<file path="src/sv/spd_pkg.sv">
// Package: phase codes, status codes, register indexes and the CRC16-CCITT byte update.
package spd_pkg;

   typedef enum logic [8:0] {
      PH_HUNT  = 9'b000000001,
      PH_SYNC2 = 9'b000000010,
      PH_TYPE  = 9'b000000100,
      PH_SEQ   = 9'b000001000,
      PH_LENLO = 9'b000010000,
      PH_LENHI = 9'b000100000,
      PH_PAY   = 9'b001000000,
      PH_CRCLO = 9'b010000000,
      PH_CRCHI = 9'b100000000
   } phase_type;

   typedef enum logic [1:0] {
      ST_MORE     = 2'd0,
      ST_OK       = 2'd1,
      ST_CRC_FAIL = 2'd2,
      ST_OVERFLOW = 2'd3
   } status_type;

   typedef enum logic [1:0] {
      CSR_SYNC_FIRST  = 2'd0,
      CSR_SYNC_SECOND = 2'd1,
      CSR_MAX_LENGTH  = 2'd2
   } csr_index_type;

   localparam logic [15:0] CRC_INIT = 16'hFFFF;
   localparam logic [15:0] CRC_POLY = 16'h1021;

   localparam logic [7:0]  SYNC_FIRST_RST  = 8'd45;
   localparam logic [7:0]  SYNC_SECOND_RST = 8'd212;
   localparam logic [15:0] MAX_LENGTH_RST  = 16'd255;

   function automatic logic [15:0] crc_byte(input logic [15:0] crc, input logic [7:0] b);
      logic [15:0] c;
      c = crc ^ {b, 8'h00};
      for (int i = 0; i < 8; i++) begin
         if (c[15]) begin
            c = {c[14:0], 1'b0} ^ CRC_POLY;
         end else begin
            c = {c[14:0], 1'b0};
         end
      end
      return c;
   endfunction

endpackage

</file>
<file path="src/sv/sync_packet_deframer_crc16.sv">
// Top level: sync-word packet deframer with CRC16-CCITT check, one word in, one word out.
//
//   channel  direction  ports
//   req      in         req_valid req_ready req_rx_byte
//   rsp      out        rsp_valid rsp_ready rsp_status rsp_payload_valid rsp_payload_index
//                       rsp_payload_byte rsp_frame_type rsp_sequence_res rsp_frame_length
//   csr      in         csr_valid csr_ready csr_index csr_data
//
// The result of an accepted word is registered and shows on rsp in the cycle after it is accepted.
// A new word is taken every cycle while the result register is empty or being drained.
// A stalled rsp side holds the result register and drops req_ready until it is taken.
// Synchronous reset returns the frame state to hunting and the csr registers to defaults.
// csr writes are always taken: csr_ready is tied high.
module sync_packet_deframer_crc16 (
   input  logic        clock,
   input  logic        reset,
   input  logic        req_valid,
   output logic        req_ready,
   input  logic [7:0]  req_rx_byte,
   output logic        rsp_valid,
   input  logic        rsp_ready,
   output logic [1:0]  rsp_status,
   output logic        rsp_payload_valid,
   output logic [15:0] rsp_payload_index,
   output logic [7:0]  rsp_payload_byte,
   output logic [7:0]  rsp_frame_type,
   output logic [7:0]  rsp_sequence_res,
   output logic [15:0] rsp_frame_length,
   input  logic        csr_valid,
   output logic        csr_ready,
   input  logic [1:0]  csr_index,
   input  logic [15:0] csr_data
);

   logic [7:0]  sync_first_ff, sync_first_in;
   logic [7:0]  sync_second_ff, sync_second_in;
   logic [15:0] max_length_ff, max_length_in;

   spd_pkg::phase_type phase_ff, phase_in;
   logic [15:0] crc_ff, crc_in;
   logic [15:0] count_ff, count_in;
   logic [7:0]  type_ff, type_in;
   logic [7:0]  seq_ff, seq_in;
   logic [15:0] length_ff, length_in;
   logic [7:0]  crc_lo_ff, crc_lo_in;

   logic        rsp_valid_ff, rsp_valid_in;
   logic [1:0]  status_ff, status_in;
   logic        pv_ff, pv_in;
   logic [15:0] pidx_ff, pidx_in;
   logic [7:0]  pbyte_ff, pbyte_in;
   logic [7:0]  ft_ff, ft_in;
   logic [7:0]  sq_ff, sq_in;
   logic [15:0] fl_ff, fl_in;

   logic        accept;
   logic [15:0] crc_next;
   logic [15:0] crc_seed;
   logic [15:0] length_full;
   logic [15:0] count_inc;
   logic        restart;

   assign req_ready = !rsp_valid_ff || rsp_ready;
   assign accept    = req_valid && req_ready;
   assign csr_ready = 1'b1;

   assign crc_next    = spd_pkg::crc_byte(crc_ff, req_rx_byte);
   assign crc_seed    = spd_pkg::crc_byte(spd_pkg::CRC_INIT, req_rx_byte);
   assign length_full = {req_rx_byte, length_ff[7:0]};
   assign count_inc   = count_ff + 16'd1;

   always_comb begin
      sync_first_in  = sync_first_ff;
      sync_second_in = sync_second_ff;
      max_length_in  = max_length_ff;
      if (csr_valid) begin
         unique case (csr_index)
            spd_pkg::CSR_SYNC_FIRST:  sync_first_in  = csr_data[7:0];
            spd_pkg::CSR_SYNC_SECOND: sync_second_in = csr_data[7:0];
            spd_pkg::CSR_MAX_LENGTH:  max_length_in  = csr_data;
            default: ;
         endcase
      end
   end

   always_comb begin
      phase_in  = phase_ff;
      crc_in    = crc_ff;
      count_in  = count_ff;
      type_in   = type_ff;
      seq_in    = seq_ff;
      length_in = length_ff;
      crc_lo_in = crc_lo_ff;
      status_in = spd_pkg::ST_MORE;
      pv_in     = 1'b0;
      pidx_in   = 16'd0;
      pbyte_in  = 8'd0;
      restart   = 1'b0;

      unique case (phase_ff)
         spd_pkg::PH_SYNC2: begin
            if (req_rx_byte == sync_second_ff) begin
               crc_in   = crc_next;
               phase_in = spd_pkg::PH_TYPE;
            end else if (req_rx_byte == sync_first_ff) begin
               crc_in = crc_seed;
            end else begin
               phase_in = spd_pkg::PH_HUNT;
            end
         end
         spd_pkg::PH_TYPE: begin
            type_in  = req_rx_byte;
            crc_in   = crc_next;
            phase_in = spd_pkg::PH_SEQ;
         end
         spd_pkg::PH_SEQ: begin
            seq_in   = req_rx_byte;
            crc_in   = crc_next;
            phase_in = spd_pkg::PH_LENLO;
         end
         spd_pkg::PH_LENLO: begin
            length_in = {8'd0, req_rx_byte};
            crc_in    = crc_next;
            phase_in  = spd_pkg::PH_LENHI;
         end
         spd_pkg::PH_LENHI: begin
            length_in = length_full;
            crc_in    = crc_next;
            if (length_full > max_length_ff) begin
               status_in = spd_pkg::ST_OVERFLOW;
               restart   = 1'b1;
            end else begin
               count_in = 16'd0;
               phase_in = (length_full != 16'd0) ? spd_pkg::PH_PAY : spd_pkg::PH_CRCLO;
            end
         end
         spd_pkg::PH_PAY: begin
            pv_in    = 1'b1;
            pidx_in  = count_ff;
            pbyte_in = req_rx_byte;
            crc_in   = crc_next;
            count_in = count_inc;
            if (count_inc == length_ff) begin
               phase_in = spd_pkg::PH_CRCLO;
            end
         end
         spd_pkg::PH_CRCLO: begin
            crc_lo_in = req_rx_byte;
            phase_in  = spd_pkg::PH_CRCHI;
         end
         spd_pkg::PH_CRCHI: begin
            status_in = ({req_rx_byte, crc_lo_ff} == crc_ff) ? spd_pkg::ST_OK
                                                             : spd_pkg::ST_CRC_FAIL;
            restart   = 1'b1;
         end
         default: begin
            if (req_rx_byte == sync_first_ff) begin
               crc_in   = crc_seed;
               phase_in = spd_pkg::PH_SYNC2;
            end else begin
               phase_in = spd_pkg::PH_HUNT;
            end
         end
      endcase

      ft_in = type_in;
      sq_in = seq_in;
      fl_in = length_in;

      if (restart) begin
         phase_in  = spd_pkg::PH_HUNT;
         crc_in    = spd_pkg::CRC_INIT;
         count_in  = 16'd0;
         type_in   = 8'd0;
         seq_in    = 8'd0;
         length_in = 16'd0;
         crc_lo_in = 8'd0;
      end
   end

   always_comb begin
      rsp_valid_in = rsp_valid_ff;
      if (accept) begin
         rsp_valid_in = 1'b1;
      end else if (rsp_ready) begin
         rsp_valid_in = 1'b0;
      end
   end

   always_ff @(posedge clock) begin
      if (reset) begin
         sync_first_ff  <= spd_pkg::SYNC_FIRST_RST;
         sync_second_ff <= spd_pkg::SYNC_SECOND_RST;
         max_length_ff  <= spd_pkg::MAX_LENGTH_RST;
         phase_ff       <= spd_pkg::PH_HUNT;
         crc_ff         <= spd_pkg::CRC_INIT;
         count_ff       <= 16'd0;
         type_ff        <= 8'd0;
         seq_ff         <= 8'd0;
         length_ff      <= 16'd0;
         crc_lo_ff      <= 8'd0;
         rsp_valid_ff   <= 1'b0;
      end else begin
         sync_first_ff  <= sync_first_in;
         sync_second_ff <= sync_second_in;
         max_length_ff  <= max_length_in;
         rsp_valid_ff   <= rsp_valid_in;
         if (accept) begin
            phase_ff  <= phase_in;
            crc_ff    <= crc_in;
            count_ff  <= count_in;
            type_ff   <= type_in;
            seq_ff    <= seq_in;
            length_ff <= length_in;
            crc_lo_ff <= crc_lo_in;
         end
      end
   end

   always_ff @(posedge clock) begin
      if (accept) begin
         status_ff <= status_in;
         pv_ff     <= pv_in;
         pidx_ff   <= pidx_in;
         pbyte_ff  <= pbyte_in;
         ft_ff     <= ft_in;
         sq_ff     <= sq_in;
         fl_ff     <= fl_in;
      end
   end

   assign rsp_valid         = rsp_valid_ff;
   assign rsp_status        = status_ff;
   assign rsp_payload_valid = pv_ff;
   assign rsp_payload_index = pidx_ff;
   assign rsp_payload_byte  = pbyte_ff;
   assign rsp_frame_type    = ft_ff;
   assign rsp_sequence_res  = sq_ff;
   assign rsp_frame_length  = fl_ff;

endmodule

</file>
<file path="config.mk">
export PLATFORM = sky130hd
export DESIGN_NAME = sync_packet_deframer_crc16
export DESIGN_NICKNAME = d
export VERILOG_FILES = /design/src/sv/spd_pkg.sv /design/src/sv/sync_packet_deframer_crc16.sv
export SDC_FILE = /design/constraint.sdc
export NUM_CORES = 1
export LEC_CHECK = 0
export BUFFER_PORTS_ARGS = -buffer_cell sky130_fd_sc_hd__buf_4
export CORE_UTILIZATION = 35
export CTS_CLUSTER_SIZE = 25
export DETAILED_ROUTE_END_ITERATION = 7
export RECOVER_POWER = 50
export SLEW_MARGIN = 10
export SYNTH_ARGS = -nofsm -noshare
export SYNTH_HDL_FRONTEND = slang
export SYNTH_SLANG_ARGS = --single-unit
</file>
<file path="constraint.sdc">
create_clock -name clock -period 8.7 [get_ports clock]
set_input_delay 2.175 -clock clock [delete_from_list [all_inputs] [get_ports clock]]
set_output_delay 2.175 -clock clock [all_outputs]
set_load 0.02 [all_outputs]
</file>
; ---- After elaboration in Yosys (flattened, before gate mapping)
; Index checks and enable logic that the tools add are counted.
[classes]
add_sub_neg = 1
magnitude_cmp = 1
eq_ne = 19
muxes = 47
bitwise = 18
n_reduce_logical = 17
[op_table]
columns = op, n
row1 = 2-to-1 mux 13 bit, 16
row2 = 2-to-1 mux 16 bit, 6
row3 = one-hot mux 9 bit (8 select lines), 1
row4 = one-hot mux 16 bit (2 select lines), 2
row5 = 2-to-1 mux 8 bit, 7
row6 = NOT 3 bit, 16
row7 = one-hot mux 16 bit (3 select lines), 1
row8 = 2-to-1 mux 9 bit, 5
row9 = == test 16 bit, 2
row10 = "adder 16 x 1 -> 16 bit, second input constant", 1
row11 = == test 8 bit, 2
row12 = > comparator 16 bit, 1
row13 = NOT 16 bit, 1
row14 = nonzero test 16 bit, 1
row15 = bitwise XOR 16 bit, 1
row16 = AND reduction 2 bit, 5
row17 = "== test 9 x 2 -> 1 bit, second input constant", 1
row18 = "== test 9 x 3 -> 1 bit, second input constant", 1
row19 = "== test 9 x 4 -> 1 bit, second input constant", 1
row20 = "== test 9 x 5 -> 1 bit, second input constant", 1
row21 = "== test 9 x 6 -> 1 bit, second input constant", 1
row22 = "== test 9 x 7 -> 1 bit, second input constant", 1
row23 = "== test 9 x 8 -> 1 bit, second input constant", 1
row24 = "== test 9 bit, second input constant", 1
row25 = 20 further kinds, 27
[totals]
reg_bits = 173
inputBits = 31
out_inout_bits = 62
word_cells = 121

; ---- Logic depth before layout (Yosys ltp)
[depth]
ltp_word = 21
ltp_mapped = 11
depth_no_buf = 9

; ---- Worst setup path before layout
; OpenSTA, ideal clock, no wires.
[synth_path]
path_type = in2reg
from = input rsp_ready
to = register fl_ff[0], in the netlist rsp_frame_length[0] (enable)
setup_ps = 446
t_arrival_ps = 4822
slack_ps = 3432
cell_stages = 5
n_path_buf = 2
path_cell_list = nand2b_1 > nand2_1 > inv_1 > clkbuf_1 > clkbuf_1
[synth_via]
elab_chain_len = 2
[synth_lines]
columns = item, line_no
row1 = from (decl), sync_packet_deframer_crc16.sv:21  ; input logic rsp_ready,
row2 = logical OR 1 bit, sync_packet_deframer_crc16.sv:63  ; assign req_ready = !rsp_valid_ff || rsp_ready;
row3 = logical AND 1 bit, sync_packet_deframer_crc16.sv:64  ; assign accept = req_valid && req_ready;
row4 = net accept, sync_packet_deframer_crc16.sv:56  ; logic accept;
row5 = to (signal assigned), sync_packet_deframer_crc16.sv:228  ; fl_ff <= fl_in;
row6 = to (decl), sync_packet_deframer_crc16.sv:54  ; logic [15:0] fl_ff, fl_in;
; The timed path passes the listed nets, and every way through them passes these cells.
; A chain may end at the register's enable or synchronous reset.

; ---- Final worst setup path
[layout_path]
from = input req_rx_byte[6]
to = register crc_ff[2]
[layout_via]
elab_chain_len = 9
elab_cells_between_ends = 21
cone_classes = order compare: 1 / eq/ne: 3 / mux: 14 / bitwise: 2 / reduce/logical: 1
[layout_lines]
columns = item, line_no
row1 = from (decl), sync_packet_deframer_crc16.sv:19  ; input logic [7:0] req_rx_byte,
row2 = "parallel branches: the longest is 9 deep, another holds > comparator 16 bit", -
row3 = to (signal assigned), sync_packet_deframer_crc16.sv:196  ; crc_ff <= spd_pkg::CRC_INIT;
row4 = to (signal assigned), sync_packet_deframer_crc16.sv:210  ; crc_ff <= crc_in;
row5 = to (decl), sync_packet_deframer_crc16.sv:40  ; logic [15:0] crc_ff, crc_in;
; Several ways; the timed one is not identified.

==> results.py <==
metrics = {
    "place": {
        "dp_slack_ns": 3.77,
        "gp_congestion": 0.793,
        "portBuffers": 91,
        "dpl.hpwl_um": 15000,
    },
    "critical_path": {
        "critPathRequiredTime_ns": 9.02,
        "rr_worst_depth": 8,
        "worstSetupPathType": "in -> reg",
        "arrival_ns": 5.41,
        "crit_path_start_kind": "primary input",
        "critPathCaptureType": "flip-flop",
        "worst-path-max-fanout": 40,
    },
    "global_route": {
        "overflow": 0,
        "globalRouteTotalUtil_pct": 17.7,
        "antenna_found_initial": 0,
        "grt_pass1_wl_um": 35600,
        "grt_pass1_vias": 6244,
        "grt_max_degree": 93,
    },
    "pwr": {
        "p_leak_nw": 3.50,
        "power_frac_seq_pct": 48.2,
        "cellPowerDensity_nw_per_um2": 179,
        "power.switching_mw": 0.458,
        "sw_frac_of_total_pct": 25.7,
        "power.internal_mw": 1.33,
        "share_comb_of_total_power_pct": 7.5,
        "max-vdd-ir-drop_uv": 108,
        "power_frac_clock_pct": 44.3,
    },
    "worst_hold_path": {
        "hp-class": "reg -> reg",
        "hold_depth": 2,
    },
    "cells_and_area": {
        "drive_gt1_share_pct": 8.63,
        "fillers": 2431,
        "antennaDiodeCount": 0,
        "area_growth_pct": 13.8,
        "nets": 1008,
    },
    "clock_network": {
        "postCtsResizedCells": 0,
        "cts_setup_buffers": 0,
        "clockBufferDepth": 2,
        "cts_root_buf": "clkbuf_16",
        "htree_levels": 4,
        "cts_buffers": 17,
        "clock_sinks": 173,
        "cts_tree": "built",
        "cts.clk_slew.worst_paths_ns": 0.07,
        "cts_hold_buf": 0,
        "clk-insertion-delay-late_ns": 0.44,
    },
    "timing": {
        "final.setup.tns_ns": 0,
        "fin_crit_ns": 5.09,
        "worst_pin_slew_ns": 1.29,
        "setup_viol": 0,
        "finalCritPeriodShare_pct": 58.5,
        "slew-limit-headroom_pct": 14.1,
        "fin_skew_ns": 0.0113,
        "drv_slew": 0,
        "timing_hold_violations_final": 0,
        "fmax_mhz": 196,
        "holdWs_ns": 0.454,
        "rsz0062_at_grt": "false",
        "worst_slack_ns": 3.61,
    },
    "outcome": {
        "status": "finished clean",
    },
    "yosys": {
        "synth_warnings": 0,
        "ys_seq_area_share_pct": 46.3,
        "ys_types": 74,
        "synth_ff_type": "dfxtp_1",
        "synth_top_area_share_pct": 26.1,
        "synth_edf_count": 59,
        "syn_area_per_cell_um2": 9.63,
        "synthesis.area_um2": 8750,
        "async_reset_ff_share_pct": 0,
        "synth_cells": 908,
        "synth_nets": 956,
        "synth_top_area_cell": "dfxtp_1",
        "synth_area_leaders": "dfxtp_1, edfxtp_1, xnor2_1, nand2_1, a21oi_1",
        "ys_ff_latch": 173,
    },
    "die": {
        "die_w_um": 160,
        "initial_core_util_pct": 35.9,
        "die_h_um": 160,
        "core_area_um2": 24400,
        "dieArea_um2": 25600,
        "pin_count": 93,
        "rows": 57,
    },
    "detailed_routing": {
        "detail-route-antenna-nets": 0,
        "drt-total-wl_um": 22700,
        "drtIter0Drc": 461,
        "drc": 0,
        "via_count": 6873,
        "wire_per_inst_um": 17.5,
        "vias_per_cell": 5.30,
        "first_pass_iters": 4,
    },
    "job": {
        "maxCapViolCount": 0,
    },
}
## cell usage in the layout (no fill, tap or decap), types with 7 or more instances in the layout
cell type	netlist	routed
dfxtp_1	114	114
nand2_1	100	100
a21oi_1	72	72
clkbuf_1	39	70
edfxtp_1	59	59
nor2_1	57	57
nand3_1	53	53
xnor2_1	50	50
xor2_1	33	33
mux2i_1	30	30
buf_4	2	28
inv_1	24	24
mux2_1	0	19
o211ai_1	18	18
o21ai_0	17	17
nand4_1	17	17
ha_1	17	17
clkbuf_16	0	17
and2_1	21	13
nor4_1	11	11
o22ai_1	8	8
a22oi_1	8	8
and2_0	0	8
a22o_1	8	8
or3_1	7	7
a221o_1	7	7
mux2_2	26	7
nor3_1	6	7
## logic make-up after synthesis
group | synth area share, %
simple gates | 18.4
compound gates | 13.3
flops | 46.3
buf+inv | 4.39
fa+ha+maj | 2.43
other cells | 0.0429
mux | 6.78
xor+xnor | 8.31
## cells in the mapped netlist, types with 3 or more instances
cell / count
or3_1: 7
xnor2_1: 50
o22ai_1: 8
o211ai_1: 18
mux2i_1: 30
a221o_1: 7
nand2b_1: 5
inv_1: 24
nor2_1: 57
o31ai_1: 3
nor3_1: 6
a21o_1: 3
and2_1: 21
clkbuf_1: 39
dfxtp_1: 114
mux2_2: 26
a21oi_1: 72
a22oi_1: 8
and3_1: 3
buf_2: 16
a31oi_1: 4
nand3b_1: 4
nand4_1: 17
a2111oi_0: 3
edfxtp_1: 59
o21ai_0: 17
ha_1: 17
nand3_1: 53
a22o_1: 8
nor4_1: 11
buf_1: 7
nand2_1: 100
xor2_1: 33
## worst paths after layout
| kind | startpoint | endpoint | slack (ns) |
|---|---|---|---|
| worst min register to register | type_ff[5] | type_ff[5] | 0.45 |
| worst max register to register | phase_ff[1] | count_ff[11] | 4.79 |
| worst min-delay path | type_ff[5] | type_ff[5] | 0.45 |
| worst max-delay path | req_rx_byte[6] | crc_ff[2] | 3.61 |
## layer usage
layer	GRT usage [%]	vias to the layer above	routed length [um]	part of all wire, %
li1	-	3349	-	-
met1	25.6	3297	11100	49
met2	26.4	204	9950	44
met3	3.53	23	1300	5.7
met4	5.54	0	329	1.4
met5	0	-	0	0
## sequential cells by signal, summed over array words and instances (netlist names)
register           cells
max_length_ff         16
rsp_payload_byte       8
rsp_frame_length      16
phase_ff               9
crc_lo_ff              8
length_ff             16
rsp_status             2
crc_ff                16
seq_ff                 8
rsp_sequence_res       8
sync_first_ff          8
rsp_frame_type         8
rsp_payload_valid      1
sync_second_ff         8
count_ff              16
rsp_payload_index     16
type_ff                8
rsp_valid              1
## per-stage QoR
step	instance area (um^2)	power, mW	util [%]	std cells
global route	9950	1.84	40.8	1297
global placement	9610	1.02	39.4	1265
CTS	10200	1.81	41.9	1297
floorplan	8750	0.967	-	908
detailed placement	9610	1.03	39.4	1265
finish	9950	1.78	40.8	1297
## layout make-up
class	count	area (um^2)	area share, %
clock inverters	15	181	1.82
well taps	324	405	4.07
flip-flops and latches	173	4050	40.7
repair buffers	99	480	4.83
inverters	25	95.1	0.955
clock buffers	17	425	4.27
multi-input cells	644	4310	43.3
## worst max-delay path, cell delays in order
cell	delay, ns
clkbuf_1	0.85
ha_1	0.32
nand4_1	0.21
or2_1	0.30
o31a_1	0.31
o31ai_1	0.09
and2_1	0.17
buf_4	0.39
o211ai_1	0.21
a221o_1	0.33
## power by group through the flow
stage / registers [mW] / logic (mW) / clock network (mW)
floorplan: 0.895 / 0.0715 / 0
global placement: 0.879 / 0.144 / 0
detailed placement: 0.879 / 0.146 / 0
CTS: 0.861 / 0.146 / 0.801
global route: 0.862 / 0.144 / 0.836
finish: 0.860 / 0.134 / 0.790
Power figures use the tool's default switching activity.
